===== src/hdl/dpq_pkg.sv =====
// dpq_pkg: shared types and constants for the delayed pulse queue
// item structs, operation codes, controller states and command group
// no dependencies
package dpq_pkg;

  localparam int SLOTS_DEF      = 16;
  localparam int DELAY_BITS_DEF = 24;

  localparam logic [1:0] OP_TICK = 2'd0;
  localparam logic [1:0] OP_ADD  = 2'd1;
  localparam logic [1:0] OP_POLL = 2'd2;

  typedef struct packed {
    logic [1:0]  op;
    logic [23:0] delay;
  } in_item_t;

  typedef struct packed {
    logic       pulse;
    logic       add_dropped;
    logic [4:0] pending;
  } out_item_t;

  typedef enum logic {
    ST_IDLE,
    ST_EXEC
  } ctrl_state_t;

  typedef struct packed {
    logic load;
    logic exec;
  } dpq_cmd_t;

endpackage


===== src/hdl/delayed_pulse_queue_top.sv =====
// delayed_pulse_queue_top: top level of the delayed pulse queue
// joins the controller and the datapath
// depends on dpq_pkg, dpq_ctrl, dpq_datapath
//
// usage
//   input: drive in_data and raise start; the item is taken at a rising edge
//   with start high and busy low. op tick counts every pending slot down,
//   op add appends a slot with the given delay, op poll removes the oldest
//   expired slot and reports a pulse
//   output: out_data is valid for exactly one cycle while out_valid is high;
//   every item gives one result, carrying pulse, add_dropped and the count
//   of pending slots after the item
//   timing: an item taken at edge n is executed in the following cycle and
//   its result is strobed in the cycle after that; busy is high for that
//   one execute cycle, so a new item is taken only after the load and
//   execute steps of the controller
//   the result register lets a new item be taken while a result is shown
//   reset: synchronous active low rst_n empties the list, no clearing pass
//   the receiver cannot stall; results are never held
module delayed_pulse_queue_top
  import dpq_pkg::*;
#(
  parameter int SLOTS      = SLOTS_DEF,
  parameter int DELAY_BITS = DELAY_BITS_DEF
) (
  input  logic      clk,
  input  logic      rst_n,
  input  logic      start,
  output logic      busy,
  input  in_item_t  in_data,
  output logic      out_valid,
  output out_item_t out_data
);

  dpq_cmd_t cmd;

  dpq_ctrl u_ctrl (
    .clk       (clk),
    .rst_n     (rst_n),
    .start     (start),
    .busy      (busy),
    .out_valid (out_valid),
    .cmd       (cmd)
  );

  dpq_datapath #(
    .SLOTS      (SLOTS),
    .DELAY_BITS (DELAY_BITS)
  ) u_datapath (
    .clk      (clk),
    .rst_n    (rst_n),
    .cmd      (cmd),
    .in_data  (in_data),
    .out_data (out_data)
  );

endmodule


===== src/hdl/dpq_ctrl.sv =====
// dpq_ctrl: sequencing state machine for the delayed pulse queue
// issues load and execute commands to the datapath, drives busy and strobe
// depends on dpq_pkg
module dpq_ctrl
  import dpq_pkg::*;
(
  input  logic     clk,
  input  logic     rst_n,
  input  logic     start,
  output logic     busy,
  output logic     out_valid,
  output dpq_cmd_t cmd
);

  ctrl_state_t state_r, state_nxt;
  logic        out_valid_r;

  always_ff @(posedge clk) begin
    if (!rst_n) begin
      state_r     <= ST_IDLE;
      out_valid_r <= 1'b0;
    end else begin
      state_r     <= state_nxt;
      out_valid_r <= cmd.exec;
    end
  end

  always_comb begin
    state_nxt = state_r;
    busy      = 1'b0;
    cmd       = '0;
    case (state_r)
      ST_IDLE: begin
        if (start) begin
          cmd.load  = 1'b1;
          state_nxt = ST_EXEC;
        end
      end
      ST_EXEC: begin
        busy      = 1'b1;
        cmd.exec  = 1'b1;
        state_nxt = ST_IDLE;
      end
      default: begin
        state_nxt = ST_IDLE;
      end
    endcase
  end

  assign out_valid = out_valid_r;

endmodule


===== src/hdl/dpq_datapath.sv =====
// dpq_datapath: slot countdown registers, expiry flags, count and result register
// updates all slots in parallel on an execute command
// depends on dpq_pkg
module dpq_datapath
  import dpq_pkg::*;
#(
  parameter int SLOTS      = SLOTS_DEF,
  parameter int DELAY_BITS = DELAY_BITS_DEF
) (
  input  logic      clk,
  input  logic      rst_n,
  input  dpq_cmd_t  cmd,
  input  in_item_t  in_data,
  output out_item_t out_data
);

  localparam int CNT_W = $clog2(SLOTS + 1);

  logic [1:0]            op_r;
  logic [23:0]           delay_r;
  logic [CNT_W-1:0]      count_r, count_nxt;
  logic [DELAY_BITS-1:0] slot_r   [SLOTS];
  logic [DELAY_BITS-1:0] slot_nxt [SLOTS];
  logic [SLOTS-1:0]      zero_r, zero_nxt;
  out_item_t             out_r, out_nxt;

  logic [DELAY_BITS-1:0] delay_ext;
  logic [SLOTS-1:0]      valid, hit, below, shift_mask;
  logic                  full, found;

  always_comb begin
    delay_ext = DELAY_BITS'(delay_r);
    full      = (count_r == CNT_W'(SLOTS));
    for (int j = 0; j < SLOTS; j++) begin
      valid[j] = (CNT_W'(j) < count_r);
    end
    hit        = valid & zero_r;
    found      = |hit;
    // bits below the oldest expired slot
    below      = (hit - SLOTS'(1)) & ~hit;
    shift_mask = ~below;

    slot_nxt  = slot_r;
    zero_nxt  = zero_r;
    count_nxt = count_r;
    out_nxt   = '0;

    case (op_r)
      OP_TICK: begin
        for (int j = 0; j < SLOTS; j++) begin
          if (slot_r[j] != '0) begin
            slot_nxt[j] = slot_r[j] - DELAY_BITS'(1);
          end
          zero_nxt[j] = (slot_r[j] == '0) || (slot_r[j] == DELAY_BITS'(1));
        end
      end
      OP_ADD: begin
        if (full) begin
          out_nxt.add_dropped = 1'b1;
        end else begin
          for (int j = 0; j < SLOTS; j++) begin
            if (count_r == CNT_W'(j)) begin
              slot_nxt[j] = delay_ext;
              zero_nxt[j] = (delay_ext == '0);
            end
          end
          count_nxt = count_r + CNT_W'(1);
        end
      end
      OP_POLL: begin
        if (found) begin
          for (int j = 0; j < SLOTS - 1; j++) begin
            if (shift_mask[j]) begin
              slot_nxt[j] = slot_r[j+1];
              zero_nxt[j] = zero_r[j+1];
            end
          end
          count_nxt     = count_r - CNT_W'(1);
          out_nxt.pulse = 1'b1;
        end
      end
      default: begin
      end
    endcase
    out_nxt.pending = 5'(count_nxt);
  end

  always_ff @(posedge clk) begin
    if (!rst_n) begin
      count_r <= '0;
    end else if (cmd.exec) begin
      count_r <= count_nxt;
    end
  end

  always_ff @(posedge clk) begin
    if (cmd.load) begin
      op_r    <= in_data.op;
      delay_r <= in_data.delay;
    end
    if (cmd.exec) begin
      slot_r <= slot_nxt;
      zero_r <= zero_nxt;
      out_r  <= out_nxt;
    end
  end

  assign out_data = out_r;

endmodule


===== config.mk =====
export PLATFORM = sky130hd
export DESIGN_NAME = delayed_pulse_queue_top
export DESIGN_NICKNAME = d
export VERILOG_FILES = /design/src/hdl/dpq_pkg.sv /design/src/hdl/delayed_pulse_queue_top.sv /design/src/hdl/dpq_ctrl.sv /design/src/hdl/dpq_datapath.sv
export SDC_FILE = /design/constraint.sdc
export NUM_CORES = 1
export LEC_CHECK = 0
export BUFFER_PORTS_ARGS = -buffer_cell sky130_fd_sc_hd__clkbuf_2
export CAP_MARGIN = 25
export CORE_MARGIN = 1.5
export CORE_UTILIZATION = 40
export DETAILED_ROUTE_END_ITERATION = 7
export PLACE_DENSITY = 0.62
export SLEW_MARGIN = 20
export SYNTH_ARGS = -nofsm -noshare
export SYNTH_HDL_FRONTEND = slang
export SYNTH_SLANG_ARGS = --single-unit

===== constraint.sdc =====
create_clock -name clk -period 5.4 [get_ports clk]
set_input_delay 0.54 -clock clk [delete_from_list [all_inputs] [get_ports clk]]
set_output_delay 0.54 -clock clk [all_outputs]
set_load 0.02 [all_outputs]

==> results.toml, run 1 <==
[synthesis]
yosysTopAreaCellShare_pct = 49.3
syn_inst = 2673
synth_commonest_cells = "edfxtp_1, nand2_1, a21oi_1, xnor2_1, a22oi_1"
ys_warn_count = 0
synth_edf_count = 433
synth.top_cells.by_area = "edfxtp_1, xnor2_1, nand2_1"
synthArstFlopShare_pct = 0
syn_avg_cell_area_um2 = 9.86
syn_nets = 2746
ys_seq_area_share_pct = 49.8
synth.most_common_cell = "edfxtp_1"
synth_area_leader_cell = "edfxtp_1"
synth_flop_cell = "edfxtp_1"
synth.distinct_cells = 75
synth_seq_cells = 440
syn-cell-area_um2 = 26400

[detailed_routing]
vias = 21802
routedWlPerCell_um = 22.4
drc_errors = 0
ant_nets = 0
wl_mm = 79.1
via_per_inst = 6.16
drt_iter0_drc = 2162
drt_pass1_iterations = 6

[status]
status = "completed"

[power_and_ir_drop]
p_comb_share_pct = 13.6
power.share.sequential_pct = 48.1
intPower_mw = 6.30
switching_share_pct = 27.9
p_leak_nw = 9.00
p_switching_mw = 2.43
ir_worst_vdd_uv = 223
pwr_density_cell_nw_per_um2 = 299
clkPwrFrac_pct = 38.3

[floorplanning]
die_h_um = 260
fp.dieW_um = 260
fp.dieArea_um2 = 67500
io_pins = 38
core_area_um2 = 64800
fp-row-count = 93
start_util_pct = 40.7

[placed_design]
port_buffers = 37
pre_cts_ws_ns = 1.28
place.gp.congestion = 0.884
detailedPlacementHpwl_mm = 51.0

[global_routing]
grt_overflow_total = 0
grt_usage_pct = 22.9
antenna_found_initial = 0
grt_pass1_wl_mm = 122
grt_start_max_net_pins = 161
grt_pass1_vias = 21287

[clock_tree]
root_buffer = "clkbuf_16"
cts_max_level = 2
cts_tree = "yes"
clk_latency_ns = 0.61
cts_sinks = 440
path_clk_slew_ns = 0.07
postCtsSetupRepairBufs = 0
clockBufferDepth = 3
numCtsBuffers = 50
hold_buffers = 0
ctsResizeCount = 0

[setup_path]
cp_slowest_cell = "ha_4"
worstSetupEndpointType = "register"
timing.critical_path.fanout_max = 75
ff2ff_setup_slack_ns = 1.32
cpPeakStageDelay_ns = 0.65
cp-startpoint = "u_datapath.op_r[0]"
rr_startpoint = "u_datapath.op_r[0]"
worstPathCellList = "inv_1 -> ha_4 -> inv_1 -> a211o_1 -> a21oi_1 -> nand3_1 -> nand2_1 -> a311oi_4 -> buf_4"
worst_ep_arrival_time_ns = 4.39
crit_path_start_kind = "register"
cp_data_required_time_ns = 5.71
crit_type = "register to register"
cpMostUsedCell = "inv_1"

[sta]
setup_tns_ns = 0
tightestPinTransition_ns = 1.15
rsz0062_at_grt = "false"
hold_viol = 0
period_minus_slack_ns = 4.08
finalSetupViolCount = 0
drv_slew = 0
maxSlewHeadroom_pct = 22.9
fmax_mhz = 245
fin_crit_sh_pct = 75.5
skew_ns = 0.0268
fin_ws_ns = 1.32

[cells_and_area]
nets = 2719
diodes = 0
syn_to_final_growth_pct = 10.7
drive_above_1_share_pct = 7.27
nFillCells = 6083

[min_path]
holdCritPathClass = "input port to register"
hold_start = "in_data[22]"

[flow_run]
drv_cap = 0
==> power groups by stage <==
stage / registers [mW] / clock network [mW] / logic (mW)
after detailed placement: 4.26 / 0 / 1.16
final: 4.20 / 3.35 / 1.19
after global routing: 4.22 / 3.50 / 1.28
after floorplan: 4.20 / 0 / 0.762
after global placement: 4.26 / 0 / 1.13
after CTS: 4.19 / 3.39 / 1.17
==> state kept, by name, indices dropped and copies added (netlist names) <==
register              count
u_datapath.slot_r       384
u_datapath.delay_ext     24
u_datapath.zero_r        16
u_datapath.out_data       7
u_datapath.count_r        5
u_datapath.op_r           2
u_ctrl.out_valid          1
u_ctrl.state_r            1
==> critical path, delay by kind of cell, from the launching register on <==
kind / cells / cell delay, ns
simple gates: 2 / 1.00
compound gates: 3 / 0.96
buf+inv: 3 / 0.71
fa+ha+maj: 1 / 0.65
flops: 1 / 0.44
==> per-layer routing <==
layer	vias up	wire length, um	GRT usage (%)
li1	10013	-	-
met1	10798	33800	31.0
met2	825	37600	37.7
met3	166	5100	2.83
met4	0	2530	8.09
met5	-	0	0
==> per-stage QoR <==
step	power, mW	util (%)	cell area (um^2)	cells	hold slack, ns
after floorplan	4.96	-	26400	2673	0.544
after global placement	5.39	42.5	27600	3445	0.577
after detailed placement	5.43	42.6	27600	3448	0.604
after CTS	8.75	45.0	29200	3537	0.0824
after global routing	9.00	45.0	29200	3538	0.0981
final	8.73	45.0	29200	3538	0.107
==> cell usage in the layout (no fill, tap or decap), types with 51 or more instances in the layout <==
cell | synthesis | layout
nor2_1 | 145 | 145
o21ai_0 | 90 | 90
a22oi_1 | 181 | 181
nor3_1 | 118 | 116
edfxtp_1 | 433 | 433
nor4_1 | 75 | 75
xnor2_1 | 195 | 195
or3_1 | 67 | 67
xor2_1 | 92 | 92
nand2_1 | 403 | 403
inv_1 | 52 | 51
clkbuf_16 | 0 | 51
a21oi_1 | 267 | 251
==> cell families after synthesis <==
logic type,after synthesis,synth area share [%]
simple gates,1003,18.6
compound gates,692,16.8
flops,440,49.8
buf+inv,201,2.89
mux,6,0.237
fa+ha+maj,44,2.09
xor+xnor,287,9.53
==> path summary, 6_finish.rpt <==
kind,to,depth (start not counted)
setup reg to reg,u_datapath.slot_r[106],9
hold reg to reg,u_datapath.slot_r[16],2
setup / recovery,u_datapath.slot_r[106],9
hold / removal,u_datapath.delay_ext[22],1
==> layout make-up <==
| cell class | instances | area (um^2) | share of cell area (%) |
|---|---|---|---|
| inverter | 53 | 206 | 0.707 |
| clock inverter | 22 | 183 | 0.626 |
| sequential | 440 | 13100 | 45.0 |
| tap | 855 | 1070 | 3.66 |
| multi-input combinational | 2032 | 12700 | 43.6 |
| clock buffer | 67 | 1370 | 4.68 |
| timing repair buffer | 69 | 485 | 1.66 |
No activity file was read; power rests on OpenSTA's default activity.
==> run 2: changes to the inputs <==
Clock period 5.4 ns to 3.8 ns, I/O delays scaled along.
==> run 2 against run 1 <==
Compared with the run above: via count up 0.69%; routed wire length up 2.3%; die area unchanged; sequential power up 42%; utilization up 0.83 points; worst hold slack better by 0.032 ns; register-to-register slack worse by 1.1 ns; first-iteration DRC count down 9.6%; count of clock-buffer cells in the layout down 3; critical path depth down 1; critical endpoint is now u_datapath.slot_r[104]; largest power group unchanged.
==> results.toml, run 2 (synthesis results as in run 1) <==
[global_routing]
grt_usage_pct = 23.6
antenna_found_initial = 1
grt_pass1_vias = 21574
grt_start_max_net_pins = 101
grt_pass1_wl_mm = 125
grt_overflow_total = 0

[setup_path]
timing.critical_path.fanout_max = 24
crit_path_start_kind = "register"
worstPathCellList = "ha_1 -> or4b_2 -> a21o_1 -> a21oi_1 -> nand3_1 -> nand2_1 -> a311oi_4 -> buf_4"
cp_slowest_cell = "or4b_2"
rr_startpoint = "u_datapath.count_r[0]"
path_delay_family = "simple AND/OR/NAND/NOR gates"
worst_ep_arrival_time_ns = 3.87
crit_type = "register to register"
cp-startpoint = "u_datapath.count_r[0]"
critPathCapture = "u_datapath.slot_r[104]"
ff2ff_setup_slack_ns = 0.25
cpPeakStageDelay_ns = 0.61
ff2ff_path_depth = 8
path_buf_inv = 1
rr_endpoint = "u_datapath.slot_r[104]"
worstSetupEndpointType = "register"
crit_cells = 8
cp_data_required_time_ns = 4.12

[cells_and_area]
layout_common_cells = "edfxtp_1, nand2_1, a21oi_1, xnor2_1, a22oi_1"
instances_no_fill = 3610
diodes = 0
drive_above_1_share_pct = 8.75
utilization_pct = 45.9
largest_reg_flops = 384
nets = 2788
layout_commonest_cell = "edfxtp_1"
largest-register = "u_datapath.slot_r"
syn_to_final_growth_pct = 12.8

[floorplanning]
fp.dieW_um = 260
fp-row-count = 93
die_h_um = 260
core_area_um2 = 64800
io_pins = 38
start_util_pct = 40.7
fp.dieArea_um2 = 67500

[placed_design]
port_buffers = 37
detailedPlacementHpwl_mm = 53.0
dp.cells = 3491
place.gp.congestion = 0.886

[detailed_routing]
drt_iter0_drc = 1955
vias = 21952
drc_errors = 0
via_per_inst = 6.08
routedWlPerCell_um = 22.4
wl_mm = 80.9
ant_nets = 0
drt_pass1_iterations = 7

[clock_tree]
numCtsBuffers = 50
cts_sinks = 440
cts_max_level = 2
path_clk_slew_ns = 0.06
clk_latency_ns = 0.60
clockBufferDepth = 3
postCtsSetupRepairBufs = 0
cts_tree = "yes"
root_buffer = "clkbuf_16"

[power_and_ir_drop]
intPower_mw = 9.09
p_leak_nw = 9.33
p_comb_share_pct = 14.2
pwr_density_cell_nw_per_um2 = 423
power.share.sequential_pct = 47.3
ir_worst_vdd_uv = 384
p_switching_mw = 3.48
switching_share_pct = 27.7
finalPower_mw = 12.6
clkPwrFrac_pct = 38.4

[sta]
rsz0062_at_grt = "false"
whs_ns = 0.139
tightestPinTransition_ns = 0.963
period_minus_slack_ns = 3.55
skew_ns = 0.0125
maxSlewHeadroom_pct = 35.8
drv_slew = 0
fmax_mhz = 282
finalSetupViolCount = 0
fin_crit_sh_pct = 93.5
hold_viol = 0

[flow_run]
drv_cap = 0

[status]
status = "completed"

[min_path]
holdCritPathClass = "input port to register"
## run 2: through the flow
step | TNS (ns) | instance area, um^2 | worst slack (ns)
2_1_floorplan | -60.27 | 26400 | -0.593
3_3_place_gp | 0 | 27800 | 0.311
3_5_place_dp | 0 | 27900 | 0.264
4_1_cts | 0 | 29700 | 0.239
5_1_grt | 0 | 29700 | 0.0806
6_report | 0 | 29700 | 0.248
## run 2: per-layer routing
metal | routed length, um | track usage, %
met1 | 34000 | 30.9
met2 | 38700 | 39.5
met3 | 5980 | 4.44
met4 | 2220 | 7.49
met5 | 0 | 0
## run 2: layout make-up
type | count | area, um^2
flip-flops and latches | 440 | 13100
fillers | 6106 | 35100
well taps | 855 | 1070
clock inverters | 28 | 226
multi-input cells | 2032 | 12700
inverters | 53 | 206
repair buffers | 138 | 1060
clock buffers | 64 | 1370
## run 2: worst min path at each step
stage                                startpoint  cells past startpoint                       to
after detailed placement  u_datapath.count_r[1]                      2    u_datapath.count_r[1]
after floorplan                      in_data[0]                      0  u_datapath.delay_ext[0]
final                                     rst_n                      2    u_datapath.count_r[0]
after CTS                                 rst_n                      2    u_datapath.count_r[3]
after global placement    u_datapath.count_r[1]                      2    u_datapath.count_r[1]
after global routing                      rst_n                      2    u_datapath.count_r[0]
## run 2: power by group through the flow
stage          Clock, mW  Combinational [mW]  Sequential, mW
6_report            4.83                1.79            5.95
5_1_grt             5.07                1.93            5.97
4_1_cts             4.91                1.77            5.94
3_5_place_dp           0                1.73            6.04
3_3_place_gp           0                1.69            6.03
2_1_floorplan          0                1.08            5.97
## run 2: worst register-to-register path, stage by stage (launching register included)
cell and delay, ns:
dfxtp_1 0.57, ha_1 0.23, or4b_2 0.61, a21o_1 0.23, a21oi_1 0.31, nand3_1 0.37, nand2_1 0.58, a311oi_4 0.08
buf_4 0.28
## run 2: repair_timing
action / in CTS / in global routing
endpoints found under the setup margin: 0 / 0
hold endpoints to repair: 26 / 0
hold buffers: 26 / 0
resized for setup: 0 / 0
==> run 3: changes to the inputs <==
--- a/config.mk
+++ b/config.mk
@@ -9,7 +9,7 @@
 export CAP_MARGIN = 25
 export CORE_MARGIN = 1.5
-export CORE_UTILIZATION = 40
+export CORE_UTILIZATION = 55
 export DETAILED_ROUTE_END_ITERATION = 7
-export PLACE_DENSITY = 0.62
+export PLACE_DENSITY = 0.78
 export SLEW_MARGIN = 20
 export SYNTH_ARGS = -nofsm -noshare
==> constraint.sdc (replaced) <==
create_clock -name clk -period 3.8 [get_ports clk]
set_input_delay 0.19 -clock clk [delete_from_list [all_inputs] [get_ports clk]]
set_output_delay 0.19 -clock clk [all_outputs]
set_load 0.02 [all_outputs]
==> run 3 against run 2 <==
Compared with the run above: register-to-register slack improved by 0.05 ns; critical path type unchanged; die area is 27% lower; global-route usage is 7.3 points higher.
==> results.toml, run 3 (synthesis results as in run 1) <==
[cells_and_area]
instances_no_fill = 3357
diodes = 0
nFillCells = 3748
largest_reg_flops = 384
multi_input_comb_area_um2 = 12700
drive_above_1_share_pct = 8.17
layout_common_cells = "edfxtp_1, nand2_1, a21oi_1, xnor2_1, a22oi_1"
largest-register = "u_datapath.slot_r"
nets = 2775
ff_latch_area_um2 = 13100
layout_commonest_cell = "edfxtp_1"
syn_to_final_growth_pct = 11.1

[clock_tree]
cts_sinks = 440
ctsResizeCount = 0
postCtsSetupRepairBufs = 0
root_buffer = "clkbuf_16"
path_clk_slew_ns = 0.06
clk_latency_ns = 0.62
numCtsBuffers = 50
cts_tree = "yes"
hold_buffers = 27
clockBufferDepth = 3
cts_max_level = 2

[placed_design]
dp.cells = 3236
port_buffers = 37
detailedPlacementHpwl_mm = 49.7
place.gp.congestion = 0.933

[detailed_routing]
vias = 22457
ant_nets = 0
drt_iter0_drc = 2937
via_per_inst = 6.69
routedWlPerCell_um = 23.1
drc_errors = 0
wl_mm = 77.5
drt_pass1_iterations = 6

[sta]
hold_viol = 0
rsz0062_at_grt = "false"
period_minus_slack_ns = 3.50
skew_ns = 0.0274
setup_tns_ns = 0
fin_crit_sh_pct = 92.2
fmax_mhz = 286
drv_slew = 0
maxSlewHeadroom_pct = 24.3
tightestPinTransition_ns = 1.14
finalSetupViolCount = 0

[power_and_ir_drop]
finalPower_mw = 12.4
p_leak_nw = 9.24
ir_worst_vdd_uv = 354
pwr_density_cell_nw_per_um2 = 422

[global_routing]
antenna_found_initial = 0
grt_pass1_vias = 21822
grt_pass1_wl_mm = 121
grt_usage_pct = 31.0
use_met3_pct = 5.51
grt_overflow_total = 0
use_met2_pct = 51.2
globalRoute.busiestLayer = "met2"
grt_start_max_net_pins = 252
use_met1_pct = 40.3

[min_path]
holdCritPathClass = "input port to register"

[floorplanning]
die_h_um = 222
io_pins = 38
core_area_um2 = 47500
start_util_pct = 55.5
fp-row-count = 80
fp.dieW_um = 222
fp.dieArea_um2 = 49300

[setup_path]
crit_type = "register to register"
worst_ep_arrival_time_ns = 3.83
timing.critical_path.fanout_max = 24
worstSetupEndpointType = "register"
cp_data_required_time_ns = 4.13
crit_path_start_kind = "register"

[status]
status = "completed"

[flow_run]
drv_cap = 0
## run 3: power by group
part	leakage (nW)	total (mW)	switching [mW]	internal [mW]
registers	4.04	5.95	0.242	5.70
logic	4.44	1.76	1.18	0.580
clock network	0.757	4.65	2.03	2.62
total	9.24	12.4	3.46	8.90
## run 3: stage by stage
step           util, %  area, um^2  setup slack, ns  hold slack, ns
2_1_floorplan        -       26400           -0.593           0.289
3_3_place_gp      57.7       27400            0.401           0.368
3_5_place_dp      57.7       27400            0.356           0.369
4_1_cts           61.5       29300            0.318          0.0483
5_1_grt           61.6       29300           0.0413          0.0842
6_report          61.6       29300            0.298          0.0799
## run 3: layout make-up
type	instances	area share, %
Clock buffer	68	4.57
Clock inverter	24	0.705
Inverter	53	0.705
Multi-Input combinational cell	2032	43.2
Sequential cell	440	44.9
Tap cell	615	2.63
Timing Repair Buffer	125	3.32
## run 3: worst max-delay path, cell delays in order, from the launching register on
cell,delay (ns)
dfxtp_1,0.54
ha_1,0.22
or4b_2,0.60
a21o_1,0.23
a21oi_1,0.31
nand3_1,0.35
nand2_1,0.56
a311oi_4,0.09
buf_4,0.28
## run 3: per-layer routing
layer	part of all wire [%]	wire length [um]
met1	39	30500
met2	48	37400
met3	8.5	6600
met4	3.7	2900
met5	0	0
## run 3: worst paths after layout
kind | slack, ns | cells after the start | start | to
min reg2reg | 0.64 | 2 | u_datapath.slot_r[97] | u_datapath.slot_r[121]
max reg2reg | 0.30 | 8 | u_datapath.count_r[0] | u_datapath.slot_r[106]
max | 0.30 | 8 | u_datapath.count_r[0] | u_datapath.slot_r[106]
min | 0.08 | 2 | start | u_datapath.op_r[1]
